--- src/dpq_pkg.sv ---
// Package for the double-ended priority queue: types, codes and sizing constants.
package dpq_pkg;

	localparam int CAPACITY = 16;
	localparam int CNT_W = $clog2(CAPACITY + 1);
	localparam int IDX_W = $clog2(CAPACITY);
	localparam int ENTRY_COUNT_W = 5;

	typedef enum logic [1:0] {
		REQ_INSERT  = 2'd0,
		REQ_DEL_MIN = 2'd1,
		REQ_DEL_MAX = 2'd2
	} req_type_t;

	typedef enum logic [1:0] {
		ST_OK    = 2'd0,
		ST_FULL  = 2'd1,
		ST_EMPTY = 2'd2
	} status_t;

	typedef enum logic {
		S_IDLE,
		S_REPORT
	} state_t;

	typedef struct packed {
		req_type_t          req_type;
		logic [31:0]        payload_in;
		logic signed [31:0] priority_in;
	} req_t;

	typedef struct packed {
		status_t                    status;
		logic [31:0]                payload_out;
		logic signed [31:0]         priority_out;
		logic signed [31:0]         min_priority;
		logic signed [31:0]         max_priority;
		logic [ENTRY_COUNT_W-1:0]   entry_count;
	} rsp_t;

	typedef struct packed {
		logic [31:0]        payload;
		logic signed [31:0] prio;
	} entry_t;

	// controller to datapath
	typedef struct packed {
		logic exec;
		logic report;
	} dp_cmd_t;

	// datapath to controller
	typedef struct packed {
		logic rsp_valid;
	} dp_status_t;

endpackage

--- src/dpq_ctrl.sv ---
// Controller state machine: takes a transaction, then reports its result.
module dpq_ctrl (
	input  logic                clk,
	input  logic                arst_n,
	input  logic                req_valid,
	output logic                req_stall,
	input  logic                rsp_stall,
	input  dpq_pkg::dp_status_t status,
	output dpq_pkg::dp_cmd_t    cmd
);
	import dpq_pkg::*;

	state_t state_q;
	state_t state_d;

	always_ff @(posedge clk or negedge arst_n) begin
		if (!arst_n) begin
			state_q <= S_IDLE;
		end else begin
			state_q <= state_d;
		end
	end

	always_comb begin
		state_d    = state_q;
		cmd.exec   = 1'b0;
		cmd.report = 1'b0;
		req_stall  = 1'b1;
		unique case (state_q)
			S_IDLE: begin
				req_stall = 1'b0;
				if (req_valid) begin
					cmd.exec = 1'b1;
					state_d  = S_REPORT;
				end
			end
			S_REPORT: begin
				// wait until the output register is free
				if (!(status.rsp_valid && rsp_stall)) begin
					cmd.report = 1'b1;
					state_d    = S_IDLE;
				end
			end
			default: begin
				state_d = S_IDLE;
			end
		endcase
	end

	ap_no_exec_in_report: assert property (@(posedge clk) disable iff (!arst_n)
		cmd.exec |=> state_q == S_REPORT && !cmd.exec)
		else $error("exec issued while a result was pending");

	ap_report_after_exec: assert property (@(posedge clk) disable iff (!arst_n)
		cmd.report |-> $past(cmd.exec) || $past(state_q) == S_REPORT)
		else $error("report without a preceding exec");

	ap_stall_in_report: assert property (@(posedge clk) disable iff (!arst_n)
		cmd.exec |=> req_stall)
		else $error("input not stalled while result pending");

endmodule

--- src/dpq_datapath.sv ---
// Datapath: sorted compare-and-shift cell chain, fill count and output register.
module dpq_datapath (
	input  logic                clk,
	input  logic                arst_n,
	input  dpq_pkg::req_t       req,
	input  dpq_pkg::dp_cmd_t    cmd,
	output dpq_pkg::dp_status_t status,
	output dpq_pkg::rsp_t       rsp,
	output logic                rsp_valid,
	input  logic                rsp_stall
);
	import dpq_pkg::*;

	entry_t              cell_q [CAPACITY];
	entry_t              cell_d [CAPACITY];
	logic [CNT_W-1:0]    count_q;
	logic [CAPACITY-1:0] ge;
	logic [CNT_W-1:0]    last_c;
	logic [IDX_W-1:0]    last_idx;
	logic                full;
	logic                empty;
	status_t             stat_q;
	entry_t              removed_q;
	rsp_t                rsp_q;
	logic                rsp_valid_q;

	assign full     = count_q == CNT_W'(CAPACITY);
	assign empty    = count_q == '0;
	assign last_c   = count_q - CNT_W'(1);
	assign last_idx = last_c[IDX_W-1:0];

	// each valid cell flags whether it holds a priority at or above the new one
	genvar gi;
	generate
		for (gi = 0; gi < CAPACITY; gi++) begin : g_cell
			assign ge[gi] = (CNT_W'(gi) < count_q) && (cell_q[gi].prio >= req.priority_in);
			if (gi == 0) begin : g_first
				always_comb begin
					cell_d[gi] = cell_q[gi];
					if (ge[gi] || empty) begin
						cell_d[gi].payload = req.payload_in;
						cell_d[gi].prio    = req.priority_in;
					end
				end
			end else begin : g_rest
				always_comb begin
					cell_d[gi] = cell_q[gi];
					if (ge[gi-1]) begin
						cell_d[gi] = cell_q[gi-1];
					end else if (ge[gi] || count_q == CNT_W'(gi)) begin
						cell_d[gi].payload = req.payload_in;
						cell_d[gi].prio    = req.priority_in;
					end
				end
			end

			always_ff @(posedge clk) begin
				if (cmd.exec) begin
					if (req.req_type == REQ_INSERT && !full) begin
						cell_q[gi] <= cell_d[gi];
					end else if (req.req_type == REQ_DEL_MIN && !empty) begin
						if (gi < CAPACITY - 1) begin
							cell_q[gi] <= cell_q[(gi < CAPACITY - 1) ? gi + 1 : gi];
						end
					end
				end
			end
		end
	endgenerate

	always_ff @(posedge clk or negedge arst_n) begin
		if (!arst_n) begin
			count_q <= '0;
		end else if (cmd.exec) begin
			case (req.req_type) inside
				REQ_INSERT: begin
					if (!full) begin
						count_q <= count_q + CNT_W'(1);
					end
				end
				REQ_DEL_MIN, REQ_DEL_MAX: begin
					if (!empty) begin
						count_q <= last_c;
					end
				end
				default: ;
			endcase
		end
	end

	// status and removed entry of the transaction just executed
	always_ff @(posedge clk) begin
		if (cmd.exec) begin
			stat_q    <= ST_OK;
			removed_q <= '0;
			case (req.req_type)
				REQ_INSERT: begin
					if (full) begin
						stat_q <= ST_FULL;
					end
				end
				REQ_DEL_MIN: begin
					if (empty) begin
						stat_q <= ST_EMPTY;
					end else begin
						removed_q <= cell_q[0];
					end
				end
				REQ_DEL_MAX: begin
					if (empty) begin
						stat_q <= ST_EMPTY;
					end else begin
						removed_q <= cell_q[last_idx];
					end
				end
				default: ;
			endcase
		end
	end

	always_ff @(posedge clk) begin
		if (cmd.report) begin
			rsp_q.status       <= stat_q;
			rsp_q.payload_out  <= removed_q.payload;
			rsp_q.priority_out <= removed_q.prio;
			rsp_q.min_priority <= empty ? '0 : cell_q[0].prio;
			rsp_q.max_priority <= empty ? '0 : cell_q[last_idx].prio;
			rsp_q.entry_count  <= ENTRY_COUNT_W'(count_q);
		end
	end

	always_ff @(posedge clk or negedge arst_n) begin
		if (!arst_n) begin
			rsp_valid_q <= 1'b0;
		end else if (cmd.report) begin
			rsp_valid_q <= 1'b1;
		end else if (!rsp_stall) begin
			rsp_valid_q <= 1'b0;
		end
	end

	assign rsp              = rsp_q;
	assign rsp_valid        = rsp_valid_q;
	assign status.rsp_valid = rsp_valid_q;

	ap_count_bound: assert property (@(posedge clk) disable iff (!arst_n)
		count_q <= CNT_W'(CAPACITY))
		else $error("fill count beyond capacity");

	ap_head_sorted: assert property (@(posedge clk) disable iff (!arst_n)
		count_q >= CNT_W'(2) |-> cell_q[0].prio <= cell_q[1].prio)
		else $error("head cells out of order");

	ap_min_le_max: assert property (@(posedge clk) disable iff (!arst_n)
		cmd.report |=> rsp_q.min_priority <= rsp_q.max_priority)
		else $error("reported minimum above maximum");

	ap_insert_count: assert property (@(posedge clk) disable iff (!arst_n)
		cmd.exec && req.req_type == REQ_INSERT && !full |=>
		count_q == $past(count_q) + CNT_W'(1))
		else $error("insert did not grow the count");

endmodule

--- src/double_ended_priority_queue_top.sv ---
// A request is accepted and executed in the idle state; the report state then
// loads its result into the output register once that register is free.
// Requests are taken only in the idle state; all work happens in the cell chain.
// Reset: arst_n clears the fill count, controller state and output valid;
// cell contents stay undefined until written.
// Top level of the double-ended priority queue.
module double_ended_priority_queue_top (
	input  logic           clk,
	input  logic           arst_n,
	input  logic           req_valid,
	output logic           req_stall,
	input  dpq_pkg::req_t  req,
	output logic           rsp_valid,
	input  logic           rsp_stall,
	output dpq_pkg::rsp_t  rsp
);
	import dpq_pkg::*;

	dp_cmd_t    cmd;
	dp_status_t status;

	dpq_ctrl u_ctrl (
		.clk       (clk),
		.arst_n    (arst_n),
		.req_valid (req_valid),
		.req_stall (req_stall),
		.rsp_stall (rsp_stall),
		.status    (status),
		.cmd       (cmd)
	);

	dpq_datapath u_datapath (
		.clk       (clk),
		.arst_n    (arst_n),
		.req       (req),
		.cmd       (cmd),
		.status    (status),
		.rsp       (rsp),
		.rsp_valid (rsp_valid),
		.rsp_stall (rsp_stall)
	);

endmodule

--- config.mk ---
export PLATFORM = sky130hd
export DESIGN_NAME = double_ended_priority_queue_top
export DESIGN_NICKNAME = d
export VERILOG_FILES = /design/src/dpq_pkg.sv /design/src/dpq_ctrl.sv /design/src/dpq_datapath.sv /design/src/double_ended_priority_queue_top.sv
export SDC_FILE = /design/constraint.sdc
export NUM_CORES = 2
export LEC_CHECK = 0
export ABC_CLOCK_PERIOD_IN_PS = 13000
export BUFFER_PORTS_ARGS = -buffer_cell sky130_fd_sc_hd__buf_2
export CAP_MARGIN = 10
export CORE_MARGIN = 2
export CORE_UTILIZATION = 31
export CTS_CLUSTER_DIAMETER = 30
export DETAILED_ROUTE_END_ITERATION = 12
export SYNTH_ARGS = -nofsm -noshare
export SYNTH_HDL_FRONTEND = slang
export SYNTH_SLANG_ARGS = --single-unit
--- constraint.sdc ---
create_clock -name clk -period 13 [get_ports clk]
set_input_delay 2.6 -clock clk [delete_from_list [all_inputs] [get_ports clk]]
set_output_delay 2.6 -clock clk [all_outputs]
set_load 0.03 [all_outputs]
==> impl_summary.md <==
Worst hold path
The class of the most critical hold timing path is flop to flop.

STA
Setup repair after global routing left no endpoint under its margin. Across all setup checks in the final design, the least slack found is 5.10 ns. The final number of setup-violating endpoints is 0. The final max-slew violation count is 0. The count of endpoints failing hold in the final timing report is 0. The final worst clock skew is 0.146 ns. For the pin with the worst max-slew slack, the measured transition is 1.28 ns. The headroom to the max-slew limit is 0.145. The final setup TNS is 0 ns. Across all hold checks on the routed design, the worst slack comes to 0.366 ns. For the finished layout, the period the worst path requires is 7.90 ns. The final period utilization is 0.608. The maximum clock rate is 127 MHz.

GRT
Entering global routing, the biggest net connects 165 pins. The via count of the first global-routing pass is 61900. The busiest metal layer after global routing is met2. The total grt overflow is 0. The global router's overall resource usage is 0.238. For met1 alone, demand over resource in global routing was 0.314. In the global route stage, met3 resource usage came out at 0.0519. The initial antenna violation count was 34.

In the global route stage, met2 resource usage came out at 0.368. The first-pass GRT wire length is 441000 µm.

Clock network
The clock drives 1232 sinks. The clock-pin slew reported for the worst setup and hold paths after clock tree synthesis is 0.05 ns. The maximum buffer depth of the clock tree is 4. The CTS root buffer is sky130_fd_sc_hd__clkbuf_16. The number of buffers inserted to repair setup after CTS is 0. The count of H-tree levels built during CTS is 5. The hold buffer count at CTS is 0. The number of gates resized after CTS was 0. TritonCTS created 346 clock buffers. TritonCTS built the clock tree. The latest clock arrival within the worst-skew pair is 1.00 ns.

Synthesis
After synthesis, the mean cell area works out to 11.0 µm². The synthesized net count is 7526. The fraction of synthesis flops using an asynchronous set or reset pin is 0.00568. In this run the cell area of the synthesized design comes to 76100 µm². Of the post-synthesis cell area, the dominant cell type holds 0.483. The area share of and/or/nand/nor cells after synthesis is 0.159. The biggest area contributor in the post-synthesis netlist is sky130_fd_sc_hd__edfxtp_1.

Of the total synthesized cell area, the portion taken by XOR and XNOR cells is 0.00138. Counting distinct cell types in the post-synthesis netlist gives 71. The post-synthesis adder-cell area fraction is 0.0856. The synthesized design contains 1232 register bits.

The commonest cells after synthesis are 1308 x sky130_fd_sc_hd__nand2_1, 1225 x sky130_fd_sc_hd__edfxtp_1, 917 x sky130_fd_sc_hd__nand3_1. After synthesis, the largest family of logic cells by area is simple AND/OR/NAND/NOR gates. The most instantiated library cell after synthesis is sky130_fd_sc_hd__nand2_1. The fraction of the mapped netlist area in compound gates is 0.130.

The number of synthesis warnings is 0. Of the post-synthesis cell area, the part taken by muxes is 0.103. The main flop type after synthesis is sky130_fd_sc_hd__edfxtp_1. Yosys attributes the largest share of cell area to sky130_fd_sc_hd__edfxtp_1 48%, sky130_fd_sc_hd__ha_1 8.6%, sky130_fd_sc_hd__mux4_2 8.5%. The number of enable flip-flop cells after synthesis is 1225.

The cell count after synthesis came out at 6935. The part of the Yosys area used for sequential elements is 0.485.

Placed design
Before CTS, the worst setup slack after placement is 4.29 ns. Port buffering added 206 buffers. Routability-driven placement finished with a final weighted congestion of 0.972. The total placed instance area is 80200 µm². The placed instance count is 9861.

Summed over all nets, the half-perimeter wirelength after detailed placement is 191000 µm.

Finish
For this run, the share of the core covered by cells in the final layout is 0.376. After filler insertion, the fill cell instance count of the layout stands at 23500. The post-synthesis to final-layout area growth is 20.5%.

The combined flip-flop and latch cell area is 37000 µm². The share of layout cells above drive strength 1 is 0.171. The non-filler instance count after layout is 10500. The area of the multi-input gates is 37000 µm². At the end of the flow, the number of nets in the layout was 7598. The finished layout cell area is 91700 µm².

Die
The die outline area is 250000 µm². The number of top-level pins is 207. The die extent in x is 500 µm.

The height of the die is 500 µm. The floorplan has 181 rows. The region available for standard cell placement spans 244000 µm². For this configuration, the core starts out at a cell density of 0.312.

Flow run
Max-cap violations in this run came to 0.

Detailed routing
For this block, the initial DRC count from the detailed router was 8151. Using the TritonRoute via totals, the vias-per-cell ratio works out to 6.11. After detailed routing, the average wire length per cell comes to 29.1 µm. The via total after detailed routing is 64100. The number of remaining DRC errors is 0. Summed over all layers, the routed wires come to 305000 µm.

The number of nets with antenna violations after detailed routing is 0. The number of detailed-route iterations in the first pass is 6.

Critical path
The maximum net fanout on the critical path is 130. The worst setup path is of the input pin to flop kind. The data required time at the worst endpoint is 13.52 ns. Across all register-to-register paths, the minimum setup slack is 6.19 ns.

STA classifies the critical path endpoint as a flop. The worst endpoint data arrival time is 8.42 ns. The startpoint type of the worst setup path is an input pin.

Power and ir drop
The worst voltage drop across the vdd grid is 0.269 mV. The leakage component of the power is 31.5 nW. After layout, the design draws a total of 23.2 mW.

The power density relative to cell area is 253 nW/µm².

Run status
The flow ran to the end, and the final reports show no timing, DRC or antenna violations.
==> worst max-delay path: stages <==
cell and delay (ns):
sky130_fd_sc_hd__buf_2 0.13, sky130_fd_sc_hd__inv_1 0.52, sky130_fd_sc_hd__ha_1 0.29, sky130_fd_sc_hd__nand4_1 0.24, sky130_fd_sc_hd__nor4_1 1.05, sky130_fd_sc_hd__o311a_1 0.35, sky130_fd_sc_hd__nor4_1 0.09, sky130_fd_sc_hd__a211oi_4 0.29
sky130_fd_sc_hd__buf_12 0.62, sky130_fd_sc_hd__a21oi_1 0.17, sky130_fd_sc_hd__a21oi_4 0.81, sky130_fd_sc_hd__buf_4 1.09
==> state kept, by name, indices dropped and copies added (netlist names) <==
signal / count
u_ctrl.state_q: 1
u_datapath.cell_q: 1024
u_datapath.stat_q: 2
u_datapath.rsp: 135
u_datapath.rsp_valid: 1
u_datapath.removed_q: 64
u_datapath.count_q: 5
==> cells in the final DEF (no fill, tap or decap), drive strengths merged, types with 32 or more instances in the layout <==
master / instances
mux4: 288
mux2: 64
nand3b: 33
o211ai: 834
nor2b: 84
a32oi: 32
a21o: 48
a21oi: 228
ha: 521
o21ai: 128
bufinv: 52
a22oi: 32
nand3: 917
nor2: 54
mux2i: 66
clkbuf: 391
buf: 321
and2: 67
nand4: 112
edfxtp: 1225
clkinv: 128
nand2: 1308
inv: 86
==> power by group <==
| group | total [mW] | internal [mW] | switching, mW |
|---|---|---|---|
| Sequential | 6.08 | 5.52 | 0.565 |
| Clock | 8.46 | 5.90 | 2.57 |
| Combinational | 8.65 | 3.14 | 5.51 |
| Total | 23.2 | 14.6 | 8.64 |
==> final timing paths <==
path,from,to,cells after the start
max,req[27],u_datapath.cell_q[3][38],12
min,u_datapath.removed_q[35],u_datapath.rsp[104],0
max reg2reg,u_datapath.count_q[0],u_datapath.cell_q[11][25],9
min reg2reg,u_datapath.removed_q[35],u_datapath.rsp[104],0
max in group asynchronous,arst_n,u_datapath.count_q[0],1
min in group asynchronous,arst_n,u_ctrl.state_q,1
==> kinds of logic after synthesis <==
family | Yosys count
XOR/XNOR | 12
buffers and inverters | 674
AO/OA/AOI/OAI | 1421
adder cells (fa/ha/maj) | 521
flip-flops | 1232
multiplexers | 418
AND/OR/NAND/NOR | 2657
==> metal layers <==
layer	wire [µm]	share of wire	vias to the layer above
met5	120	0.00039	-
met4	15500	0.051	18
met3	30300	0.099	723
met2	138000	0.45	3978
met1	121000	0.40	32100
li1	-	-	27300
==> layout make-up <==
cell class | count | share of cell area
Tap cell | 3202 | 0.0437
Sequential cell | 1232 | 0.403
Inverter | 77 | 0.00315
Clock inverter | 219 | 0.0274
Antenna cell | 12 | 0.000327
Clock buffer | 391 | 0.0977
Multi-Input combinational cell | 5029 | 0.403
Timing Repair Buffer | 321 | 0.0219
Note: power is estimated with default switching activity, not from simulation.
